$ cat config.mk
export PLATFORM = sky130hd
export DESIGN_NAME = half_single_float_converter
export DESIGN_NICKNAME = d
export VERILOG_FILES = /design/src/hw/rtl/hsfc_pkg.sv /design/src/hw/rtl/hsfc_h2s.sv /design/src/hw/rtl/hsfc_s2h.sv /design/src/hw/rtl/half_single_float_converter.sv
export SDC_FILE = /design/constraint.sdc
export NUM_CORES = 1
export LEC_CHECK = 0
export ABC_AREA = 0
export BUFFER_PORTS_ARGS = -buffer_cell sky130_fd_sc_hd__buf_2
export CAP_MARGIN = 10
export CORE_MARGIN = 5
export CORE_UTILIZATION = 45
export CTS_CLUSTER_DIAMETER = 60
export DETAILED_ROUTE_END_ITERATION = 8
export GPL_ROUTABILITY_DRIVEN = 0
export MAX_ROUTING_LAYER = met4
export PLACE_DENSITY = 0.71
export SKIP_CTS_REPAIR_TIMING = 1
export SYNTH_ARGS = -nofsm -noshare
export SYNTH_HDL_FRONTEND = slang
export SYNTH_SLANG_ARGS = --single-unit
$ cat constraint.sdc
create_clock -name aclk -period 4.8 [get_ports aclk]
set_input_delay 0.48 -clock aclk [delete_from_list [all_inputs] [get_ports aclk]]
set_output_delay 0.48 -clock aclk [all_outputs]
set_load 0.01 [all_outputs]
$ cat src/hw/rtl/hsfc_pkg.sv
// Package for the half/single float converter.
// Field widths, format constants and operation codes; no dependencies.
package hsfc_pkg;
    localparam int SGL_MANT_W = 23;
    localparam int SGL_EXP_W  = 8;
    localparam int HLF_MANT_W = 10;
    localparam int HLF_EXP_W  = 5;
    localparam int DATA_W     = 32;
    localparam int MANT_SHIFT = SGL_MANT_W - HLF_MANT_W;

    typedef enum logic [0:0] {
        OP_H2S = 1'b0,
        OP_S2H = 1'b1
    } op_t;
endpackage

$ cat src/hw/rtl/hsfc_h2s.sv
// Binary16 to binary32 conversion, combinational and exact.
// Depends on hsfc_pkg.
module hsfc_h2s import hsfc_pkg::*; (
    input  logic [15:0]       half_in,
    output logic [DATA_W-1:0] single_out
);
    logic       sgn;
    logic [4:0] hexp;
    logic [9:0] hman;
    logic [3:0] lz;
    logic [9:0] nman;
    logic [7:0] sexp;

    // leading-zero count of the subnormal mantissa
    always_comb begin
        lz = 4'd0;
        for (int i = 0; i < 10; i++) begin
            if (hman[i]) lz = 4'(9 - i);
        end
    end

    always_comb begin
        sgn  = half_in[15];
        hexp = half_in[14:10];
        hman = half_in[9:0];
        nman = 10'(hman << (lz + 4'd1));
        sexp = 8'(hexp) + 8'd112;
        if (hexp == 5'd0) begin
            if (hman == 10'd0) single_out = {sgn, 31'd0};
            else single_out = {sgn, 8'(8'd113 - 8'(lz) - 8'd1), nman, 13'd0};
        end else if (hexp == 5'h1F) begin
            single_out = {sgn, 8'hFF, hman, 13'd0};
        end else begin
            single_out = {sgn, sexp, hman, 13'd0};
        end
    end
endmodule

$ cat src/hw/rtl/hsfc_s2h.sv
// Binary32 to binary16 conversion, round to nearest even.
// Depends on hsfc_pkg.
module hsfc_s2h import hsfc_pkg::*; (
    input  logic [DATA_W-1:0] single_in,
    output logic [15:0]       half_out
);
    logic        sgn;
    logic [7:0]  sexp;
    logic [22:0] sman;
    logic [23:0] sig;
    logic [4:0]  sh;
    logic [47:0] wide;
    logic [23:0] rem;
    logic [23:0] halfway;
    logic [14:0] mag;
    logic [14:0] nmag;
    logic [12:0] nrem;

    always_comb begin
        sgn  = single_in[31];
        sexp = single_in[30:23];
        sman = single_in[22:0];
        sig  = {1'b1, sman};
        sh   = 5'(8'd126 - sexp);
        wide = {sig, 24'd0} >> sh;
        rem  = wide[23:0];
        halfway = 24'h800000;
        nrem = sman[12:0];
        nmag = {5'(sexp - 8'd112), sman[22:13]};
        mag  = 15'd0;
        if (sexp == 8'hFF) begin
            mag = (sman != 23'd0) ? 15'h7E00 : 15'h7C00;
        end else if (sexp >= 8'd143) begin
            mag = 15'h7C00;
        end else if (sexp > 8'd112) begin
            mag = nmag;
            if (nrem > 13'h1000 || (nrem == 13'h1000 && nmag[0])) mag = nmag + 15'd1;
        end else if (sexp < 8'd102) begin
            mag = 15'd0;
        end else begin
            // subnormal: remainder aligned so halfway sits at bit 23
            mag = 15'(wide[47:24]);
            if (rem > halfway || (rem == halfway && wide[24])) mag = mag + 15'd1;
        end
        half_out = {sgn, mag};
    end
endmodule

$ cat src/hw/rtl/half_single_float_converter.sv
// Half/single float converter top level: input register, conversion logic, output register.
// Throughput one item per cycle while the receiver keeps m_tready high.
// Input register and output register each hold one item; s_tready is high when the
// input stage is empty or the output stage can load. Reset (aresetn low, synchronous)
// empties both stages; data registers are not reset. Depends on hsfc_pkg, hsfc_h2s, hsfc_s2h.
module half_single_float_converter import hsfc_pkg::*; (
    input  logic        aclk,
    input  logic        aresetn,
    input  logic        s_tvalid,
    output logic        s_tready,
    input  logic [31:0] s_tdata,   // source_bits[31:0]
    input  logic        s_tuser,   // operation
    output logic        m_tvalid,
    input  logic        m_tready,
    output logic [31:0] m_tdata    // result_bits[31:0]
);
    logic              in_vld_reg;
    logic              in_op_reg;
    logic [DATA_W-1:0] in_dat_reg;
    logic              out_vld_reg;
    logic [DATA_W-1:0] out_dat_reg;
    logic [DATA_W-1:0] h2s_res;
    logic [15:0]       s2h_res;
    logic              out_load;

    hsfc_h2s u_h2s (.half_in(in_dat_reg[15:0]), .single_out(h2s_res));
    hsfc_s2h u_s2h (.single_in(in_dat_reg), .half_out(s2h_res));

    assign out_load = !out_vld_reg || m_tready;
    assign s_tready = !in_vld_reg || out_load;

    // input stage
    always_ff @(posedge aclk) begin
        if (!aresetn) begin
            in_vld_reg <= 1'b0;
        end else if (s_tready) begin
            in_vld_reg <= s_tvalid;
        end
        if (s_tready && s_tvalid) begin
            in_op_reg  <= s_tuser;
            in_dat_reg <= s_tdata;
        end
    end

    // result stage
    always_ff @(posedge aclk) begin
        if (!aresetn) begin
            out_vld_reg <= 1'b0;
        end else if (out_load) begin
            out_vld_reg <= in_vld_reg;
        end
        if (out_load && in_vld_reg) begin
            out_dat_reg <= (in_op_reg == OP_S2H) ? {16'd0, s2h_res} : h2s_res;
        end
    end

    assign m_tvalid = out_vld_reg;
    assign m_tdata  = out_dat_reg;

    a_hold: assert property (@(posedge aclk) disable iff (!aresetn)
        out_vld_reg && !m_tready |=> out_vld_reg && $stable(out_dat_reg))
        else $error("result changed while stalled");
    a_fwd: assert property (@(posedge aclk) disable iff (!aresetn)
        in_vld_reg && out_load |=> out_vld_reg)
        else $error("item lost between stages");
    a_rdy: assert property (@(posedge aclk) disable iff (!aresetn)
        !in_vld_reg |-> s_tready)
        else $error("empty input stage not ready");
endmodule

==> results of run 1 <==
## cell families after synthesis
logic type                 after synthesis
AOI/OAI and AO/OA                      119
adders and majority gates                7
DFF                                     66
buffers and inverters                   74
and+or+nand+nor                        198
xor gates and xnor gates                28
muxes                                   80
## report_power, final
group	switching (W)	internal, W	total (W)
combinational	0.000292	0.000216	0.000508
sequential	0.0000501	0.000672	0.000722
clock	0.000225	0.000390	0.000615
total	0.000567	0.00128	0.00185
## per-stage QoR
step / util [%] / instances / hold slack [ns] / setup slack [ns]
floorplan: - / 572 / 0.477 / 0.309
global placement: 48.2 / 773 / 0.489 / 0.855
detailed placement: 48.2 / 773 / 0.508 / 0.741
finish: 50.4 / 789 / 0.314 / 0.709
global route: 50.4 / 789 / 0.304 / 0.481
CTS: 50.4 / 789 / 0.298 / 0.726
## layout make-up
cell class | count | share of cell area [%]
multi-input combinational | 432 | 52.9
sequential | 66 | 30.9
timing repair buffer | 83 | 7.07
clock buffer | 14 | 4.32
tap | 172 | 3.39
inverter | 20 | 1.18
clock inverter | 2 | 0.197
## worst max path at each step
stage,from,endpoint,slack [ns]
2_1_floorplan,in_dat_reg[23],m_tdata[14],0.31
3_3_place_gp,in_dat_reg[24],m_tdata[14],0.86
3_5_place_dp,in_dat_reg[24],m_tdata[14],0.74
4_1_cts,in_dat_reg[24],m_tdata[14],0.73
5_1_grt,in_dat_reg[24],m_tdata[14],0.48
6_report,in_dat_reg[24],m_tdata[14],0.71
## cells in the mapped netlist (3+ instances only)
| library cell | number | area share (%) |
|---|---|---|
| o22ai_1 | 10 | 1.1 |
| xor2_1 | 11 | 1.7 |
| or3_1 | 8 | 0.87 |
| mux2_1 | 5 | 0.98 |
| o21ai_1 | 5 | 0.44 |
| nand3_1 | 24 | 2.1 |
| nor3_1 | 23 | 2.0 |
| a21oi_1 | 24 | 2.1 |
| inv_1 | 19 | 1.2 |
| and4_1 | 3 | 0.46 |
| o211ai_1 | 4 | 0.52 |
| buf_6 | 12 | 2.4 |
| and3_1 | 4 | 0.44 |
| a211oi_1 | 8 | 1.0 |
| buf_4 | 6 | 0.79 |
| xnor2_1 | 13 | 2.0 |
| nand4_1 | 10 | 1.1 |
| clkbuf_1 | 30 | 2.0 |
| nor4_1 | 10 | 1.1 |
| and2_1 | 6 | 0.66 |
| o21a_1 | 4 | 0.52 |
| a22oi_1 | 4 | 0.52 |
| ha_1 | 7 | 1.5 |
| nor2b_1 | 6 | 0.66 |
| mux4_1 | 6 | 2.8 |
| o21ai_0 | 19 | 1.7 |
| edfxtp_1 | 64 | 34 |
| mux2i_1 | 36 | 6.3 |
| mux2_2 | 14 | 2.8 |
| nand2_1 | 45 | 2.9 |
| buf_2 | 4 | 0.35 |
| a31oi_1 | 3 | 0.33 |
| o31ai_1 | 6 | 0.79 |
| nor2_1 | 49 | 3.2 |
| mux4_2 | 18 | 7.1 |
## per-layer routing
metal	track usage, %	part of all wire, %	routed length (µm)
met4	10.8	4.2	620
met2	30.4	44	6490
met3	4.42	11	1580
met5	-	0	0
met1	27.7	41	6140
## worst reg2reg max path, delay by kind of cell (launching register included)
family          cells  cell delay (ns)
mux                 2             0.96
flops               1             0.52
compound gates      3             0.77
buf+inv             1             0.27
fa+ha+maj           1             0.66
simple gates        4             0.68
==> out/results.ini, run 1 <==
[cts]
clock_latency_ns=0.34
cts_sinks=66
cts_buffers=9
ctsLongestPathBuffers=2
htree_num_levels=3
cts_root_buffer=clkbuf_16
cts_tree=built
path_clk_slew_ns=0.05

[grt]
groute.usage.overall_pct=21.0
grt_overflow=0
grt_pass1_vias=4513
grt_pass1_wl_um=23700
grt_max_degree=53
antenna_found_initial=0

[placed_design]
dp_hpwl_um=11000
io_buffers=70
postPlaceCellArea_um2=6050

[detailed_routing]
drtAntennaViolNets=0
initialDrtViolationCount=698
wirelength_um=14800
drcViolationCount=0
vias=4862
vias_per_cell=6.16
first_pass_iters=6
wl_per_cell_um=18.8

[floorplanning]
die_h_um=123
placeableCoreArea_um2=12600
placementRows=41
die_w_um=123
num_io_pins=71
initial_utilization_pct=45.6
die_area_um2=15100

[worst_setup_path]
cp_slowest_cell=ha_1
cp_top_family=multiplexers
crit_arrival_ns=4.18
r2r-start=in_dat_reg[24]
r2r_slack_ns=0.71
max_stage_delay_ns=0.66
critical_path.cell_chain=ha_1 -> buf_4 -> mux4_1 -> mux2i_1 -> nor2_1 -> a21oi_2 -> nand4_2 -> nor4_4 -> o32a_2 -> nor2_1 -> o31a_1
start_kind=register
rr_endpoint=m_tdata[14]
crit_buf_inv=1
cp.required_ns=4.89
crit_fanout=13
critical_path_class=register to register
path_common_cell=nor2_1
worst-r2r-cell-count=11
path_depth=11
endpoint_kind=register

[logic_synthesis]
synth_warnings=0
syn_inst=572
synth_top_family_by_area=multiplexers
ys_ff_latch=66
synth_cell_type_count=78
synth_edf_count=64
synth_fa_ha_area_share_pct=1.53
synth-simple-area-share_pct=17.2
synth_nets=616
yosys_most_used_dff=edfxtp_1
syn_area_per_cell_um2=10.0
synth-compound-area-share_pct=14.7
synth_mux_area_share_pct=20.1
synth_xor_area_share_pct=5.00
ys_seq_area_share_pct=34.3
async_flop_share_pct=0
netlist_area_um2=5730

[finish]
final_common_cell=buf_2
post_route_cells_drive_above_1_share_pct=24.5
antenna_cells=0
largest_reg_flops=32
fillerInstances=1124
ff_latch_area_um2=1960
area_growth_pct=10.7
mostFrequentLayoutCells=70 x buf_2, 64 x edfxtp_1, 49 x nor2_1, 45 x nand2_1, 36 x mux2i_1
final_cell_area_um2=6340
multiInputGateArea_um2=3350
final_net_count=656

[timing]
clock.fmax_mhz=244
drv_slew=0
worst_pin_slew_ns=0.837
fin_skew_ns=0.00642
tns_ns=0
fin_crit_ns=4.09
hold_viol_final=0
period_share_pct=85.2
grt_setup_unrepaired=false
finalSetupViolations=0
slew-limit-headroom_pct=43.8

[hold_path]
hp-start=s_tdata[12]
hold-path-endpoint=in_dat_reg[12]
hold_path.class=input pin to register
hold-path-cell-count=1

[power_and_ir_drop]
p_leak_nw=2.37
peakVddDrop_uv=187
cellPowerDensity_nw_per_um2=291
power.total_w=0.00185

[run_status]
status=completed

[run]
cap_violations=0

Note: power is estimated with default switching activity, not from simulation.
==> run 2: changes to the inputs <==
--- a/config.mk
+++ b/config.mk
@@ -8,2 +8,3 @@
 export ABC_AREA = 0
+export ABC_CLOCK_PERIOD_IN_PS = 4400
 export BUFFER_PORTS_ARGS = -buffer_cell sky130_fd_sc_hd__buf_2
@@ -16,3 +17,3 @@
 export MAX_ROUTING_LAYER = met4
-export PLACE_DENSITY = 0.71
+export PLACE_DENSITY = 0.68
 export SKIP_CTS_REPAIR_TIMING = 1
==> constraint.sdc (replaced) <==
create_clock -name aclk -period 4.4 [get_ports aclk]
set_input_delay 0.66 -clock aclk [delete_from_list [all_inputs] [get_ports aclk]]
set_output_delay 0.66 -clock aclk [all_outputs]
set_load 0.01 [all_outputs]
==> out/results.ini, run 2 (same netlist as run 1, synthesis figures left out) <==
[run_status]
status=completed  ; unchanged

[finish]
final_common_cell=buf_2  ; unchanged
final_cell_area_um2=6340  ; about the same
final_net_count=656  ; unchanged
post_route_cells_drive_above_1_share_pct=24.3  ; was 24.5%
ff_latch_area_um2=1960  ; unchanged
antenna_cells=0  ; unchanged
multiInputGateArea_um2=3350  ; unchanged
fillerInstances=1163  ; was 1124
largest_reg_flops=32  ; unchanged
area_growth_pct=10.7  ; about the same
mostFrequentLayoutCells=70 x buf_2, 64 x edfxtp_1, 49 x nor2_1, 45 x nand2_1, 36 x mux2i_1  ; unchanged
final_util_pct=50.4  ; about the same

[power_and_ir_drop]
p_leak_nw=2.37  ; about the same
p_sw_share_pct=30.6  ; was 30.7%
internal_power_w=0.00140  ; was 0.00128 W
pwr-share-comb_pct=27.1  ; was 27.5%
pwr-share-seq_pct=39.3  ; was 39.1%
p_sw_w=0.000614  ; was 0.000567 W
cellPowerDensity_nw_per_um2=317  ; was 291 nW/µm²
peakVddDrop_uv=226  ; was 187 µV
pwr-share-clk_pct=33.5  ; was 33.3%

[floorplanning]
placeableCoreArea_um2=12600  ; unchanged
die_area_um2=15100  ; unchanged
initial_utilization_pct=45.6  ; unchanged
num_io_pins=71  ; unchanged
die_w_um=123  ; unchanged
die_h_um=123  ; unchanged
placementRows=41  ; unchanged

[timing]
clock.fmax_mhz=245  ; was 244 MHz
worst_pin_slew_ns=0.853  ; was 0.837 ns
finalSetupViolations=0  ; unchanged
hold_viol_final=0  ; unchanged
tns_ns=0  ; unchanged
slew-limit-headroom_pct=42.8  ; was 43.8%
fin_skew_ns=0.00786  ; was 0.00642 ns
fin_crit_ns=4.07  ; was 4.09 ns
period_share_pct=92.6  ; was 85.2%
drv_slew=0  ; unchanged
grt_setup_unrepaired=false  ; unchanged

[cts]
ctsLongestPathBuffers=2  ; unchanged
cts_root_buffer=clkbuf_16  ; unchanged
path_clk_slew_ns=0.05  ; about the same
clock_latency_ns=0.34  ; about the same
cts_sinks=66  ; unchanged
cts_tree=built  ; unchanged
cts_buffers=9  ; unchanged
htree_num_levels=3  ; unchanged

[detailed_routing]
wirelength_um=14700  ; was 14800 µm
first_pass_iters=6  ; unchanged
wl_per_cell_um=18.6  ; was 18.8 µm
drcViolationCount=0  ; unchanged
initialDrtViolationCount=665  ; was 698
drtAntennaViolNets=0  ; unchanged
vias_per_cell=6.10  ; was 6.16
vias=4813  ; was 4862

[placed_design]
dp_hpwl_um=10900  ; was 11000 µm
io_buffers=70  ; unchanged
postPlaceCellArea_um2=6050  ; unchanged

[grt]
antenna_found_initial=0  ; unchanged
grt_overflow=0  ; unchanged
grt_pass1_vias=4602  ; was 4513
groute.usage.overall_pct=21.0  ; about the same
grt_max_degree=53  ; unchanged
grt_pass1_wl_um=23700  ; about the same

[worst_setup_path]
cp.required_ns=4.49  ; was 4.89 ns
r2r_slack_ns=0.33  ; was 0.71 ns
worst-r2r-cell-count=11  ; unchanged
critical_path_class=register to register  ; unchanged
start_kind=register  ; unchanged
endpoint_kind=register  ; unchanged
rr_endpoint=m_tdata[14]  ; unchanged
crit_fanout=12  ; was 13
crit_arrival_ns=4.17  ; was 4.18 ns
r2r-start=in_dat_reg[24]  ; unchanged

[run]
cap_violations=0  ; unchanged

[hold_path]
hp-start=s_tdata[10]  ; was s_tdata[12]
hold_path.class=input pin to register  ; unchanged
hold-path-cell-count=1  ; unchanged
hold-path-endpoint=in_dat_reg[10]  ; was in_dat_reg[12]

run 2: worst max path at each step:
stage / depth (start not counted) / startpoint / endpoint / slack [ns]
after CTS: 10 / in_dat_reg[24] / m_tdata[14] / 0.33
after detailed placement: 10 / in_dat_reg[24] / m_tdata[14] / 0.34
final: 11 / in_dat_reg[24] / m_tdata[14] / 0.33
after floorplan: 16 / in_dat_reg[23] / m_tdata[14] / 0.03
after global routing: 11 / in_dat_reg[24] / m_tdata[14] / 0.08
after global placement: 9 / in_dat_reg[24] / m_tdata[14] / 0.42
run 2: through the flow:
stage | setup WS, ns | hold slack, ns | instances | power [W]
5_1_grt | 0.0812 | 0.478 | 789 | 0.00211
4_1_cts | 0.326 | 0.473 | 789 | 0.00202
2_1_floorplan | 0.0336 | 0.477 | 572 | 0.00122
3_3_place_gp | 0.418 | 0.491 | 773 | 0.00133
6_report | 0.326 | 0.492 | 789 | 0.00201
3_5_place_dp | 0.337 | 0.509 | 773 | 0.00134
run 2: layer usage:
layer	track usage, %	vias up	part of all wire [%]
li1	-	2258	-
met1	28.4	2265	43
met2	30.3	262	44
met3	4.84	28	10
met4	8.96	0	3.1
met5	-	-	0
run 2: power by group through the flow:
| stage | clock network (W) | registers [W] | logic, W |
|---|---|---|---|
| after floorplan | 0 | 0.000766 | 0.000451 |
| after global placement | 0 | 0.000800 | 0.000530 |
| after detailed placement | 0 | 0.000801 | 0.000537 |
| after CTS | 0.000697 | 0.000789 | 0.000540 |
| after global routing | 0.000718 | 0.000796 | 0.000596 |
| final | 0.000674 | 0.000791 | 0.000546 |
run 2: final cells by class:
type	count	share of cell area, %
Multi-Input combinational cell	432	52.9
Sequential cell	66	31.0
Timing Repair Buffer	83	7.07
Clock buffer	15	4.38
Tap cell	172	3.40
Inverter	20	1.18
Clock inverter	1	0.118
run 2: critical path, stage by stage, from the launching register on:
cell and delay [ns]:
edfxtp_1 0.52, ha_1 0.69, buf_4 0.27, mux4_1 0.61, mux2i_1 0.33, nor2_1 0.10, a21oi_2 0.20, nand4_2 0.13
nor4_4 0.37, o32a_2 0.30, nor2_1 0.07, o31a_1 0.23
==> run 3: changes to the inputs <==
- ABC_CLOCK_PERIOD_IN_PS: 4400 -> 5300
- clock period: 4.4 -> 5.3 ns (I/O delays scaled with it)
==> out/results.ini, run 3 (same netlist as run 1, synthesis figures left out) <==
[run_status]
status=completed  ; unchanged

[power_and_ir_drop]
peakVddDrop_uv=180  ; was 226 µV
p_leak_nw=2.37  ; about the same
power.total_w=0.00172  ; was 0.00201 W
cellPowerDensity_nw_per_um2=272  ; was 317 nW/µm²

[hold_path]
hold_path.class=register to register  ; was input pin to register
hp-start=in_vld_reg  ; was s_tdata[10]
hold-path-endpoint=m_tvalid  ; was in_dat_reg[10]
hold-path-cell-count=1  ; unchanged

[timing]
period_share_pct=87.7  ; was 92.6%
hold_viol_final=0  ; unchanged
timing.hold.ws_ns=0.531  ; was 0.492 ns
drv_slew=0  ; unchanged
clock.fmax_mhz=215  ; was 245 MHz
finalSetupViolations=0  ; unchanged
tns_ns=0  ; unchanged
worst_pin_slew_ns=0.924  ; was 0.853 ns
grt_setup_unrepaired=false  ; unchanged
fin_crit_ns=4.65  ; was 4.07 ns
slew-limit-headroom_pct=38.0  ; was 42.8%
fin_skew_ns=0.00559  ; was 0.00786 ns

[floorplanning]
num_io_pins=71  ; unchanged
placeableCoreArea_um2=12600  ; unchanged
placementRows=41  ; unchanged
die_area_um2=15100  ; unchanged
die_w_um=123  ; unchanged
initial_utilization_pct=45.6  ; unchanged
die_h_um=123  ; unchanged

[grt]
grt_pass1_wl_um=23200  ; was 23700 µm
grt_max_degree=54  ; was 53
grt_pass1_vias=4471  ; was 4602
antenna_found_initial=0  ; unchanged
groute.usage.overall_pct=20.4  ; was 21.0%
grt_overflow=0  ; unchanged

[detailed_routing]
drcViolationCount=0  ; unchanged
vias_per_cell=6.07  ; was 6.10
initialDrtViolationCount=506  ; was 665
vias=4768  ; was 4813
wl_per_cell_um=18.5  ; was 18.6 µm
first_pass_iters=5  ; was 6
wirelength_um=14500  ; was 14700 µm
drtAntennaViolNets=0  ; unchanged

[worst_setup_path]
rr_endpoint=m_tdata[14]  ; unchanged
worst-r2r-cell-count=11  ; unchanged
crit_arrival_ns=4.74  ; was 4.17 ns
r2r_slack_ns=0.65  ; was 0.33 ns
cp.required_ns=5.39  ; was 4.49 ns
start_kind=register  ; unchanged
critPathLaunch=in_dat_reg[23]  ; was in_dat_reg[24]
endpoint_kind=register  ; unchanged
r2r-start=in_dat_reg[23]  ; was in_dat_reg[24]
critical_path_class=register to register  ; unchanged
crit_fanout=53  ; was 12

[finish]
antenna_cells=0  ; unchanged
final_net_count=653  ; was 656
final_common_cell=buf_2  ; unchanged
mostFrequentLayoutCells=70 x buf_2, 64 x edfxtp_1, 49 x nor2_1, 45 x nand2_1, 36 x mux2i_1  ; unchanged
largest_reg_flops=32  ; unchanged
area_growth_pct=10.6  ; was 10.7%
post_route_cells_drive_above_1_share_pct=23.8  ; was 24.3%

[cts]
path_clk_slew_ns=0.05  ; about the same
clock_latency_ns=0.34  ; about the same
cts_root_buffer=clkbuf_16  ; unchanged
ctsLongestPathBuffers=2  ; unchanged
cts_tree=built  ; unchanged
cts_buffers=9  ; unchanged
cts_sinks=66  ; unchanged
htree_num_levels=3  ; unchanged

[placed_design]
io_buffers=70  ; unchanged
dp_hpwl_um=10600  ; was 10900 µm

[run]
cap_violations=0  ; unchanged

==> run 3: cell types whose count changed in the layout (fill, tap and decap cells not counted) <==
cell,previous run,this run
bufinv_16,0,2
clkinvlp_4,1,0
clkbuf_8,3,0
buf_4,13,10
clkinv_2,0,1
==> run 3: final cells by class <==
class,instances,area [µm²]
Clock buffer,12,236
Clock inverter,3,65.1
Fill cell,1161,6240
Inverter,20,75.1
Multi-Input combinational cell,432,3350
Sequential cell,66,1960
Tap cell,172,215
Timing Repair Buffer,80,425
==> run 3: worst max-delay path: stages (launching register included) <==
cell	delay [ns]
edfxtp_1	0.36
buf_4	0.53
ha_1	0.41
nand3_1	0.20
xnor2_2	0.71
mux4_2	0.60
o22ai_2	0.24
ha_1	0.29
nand3_1	0.12
o32a_2	0.44
o41a_1	0.38
o31a_1	0.10
==> run 3: how the worst max path moves through the flow <==
| stage | slack [ns] | endpoint |
|---|---|---|
| 6_report | 0.65 | m_tdata[14] |
| 5_1_grt | 0.34 | m_tdata[14] |
| 4_1_cts | 0.68 | m_tdata[14] |
| 3_5_place_dp | 0.66 | m_tdata[14] |
| 3_3_place_gp | 0.92 | m_tdata[14] |
| 2_1_floorplan | 0.81 | m_tdata[14] |
==> run 3: metrics by stage <==
step | util, % | worst slack (ns) | instances | instance area [µm²]
after CTS | 50.4 | 0.679 | 785 | 6330
after global routing | 50.4 | 0.345 | 785 | 6330
final | 50.4 | 0.651 | 785 | 6330
after global placement | 48.0 | 0.918 | 770 | 6030
after floorplan | - | 0.809 | 572 | 5730
after detailed placement | 48.0 | 0.664 | 770 | 6030
==> run 3: where the power goes <==
| part | switching, W | internal, W | leakage (nW) |
|---|---|---|---|
| sequential | 0.0000436 | 0.000609 | 0.631 |
| clock | 0.000208 | 0.000408 | 0.147 |
| combinational | 0.000260 | 0.000194 | 1.59 |
==> run 3: layer usage <==
layer	routed length [µm]	track usage, %	vias up
li1	-	-	2256
met1	6280	27.4	2259
met2	6590	29.6	227
met3	1290	4.79	26
met4	352	8.68	0
met5	0	-	-
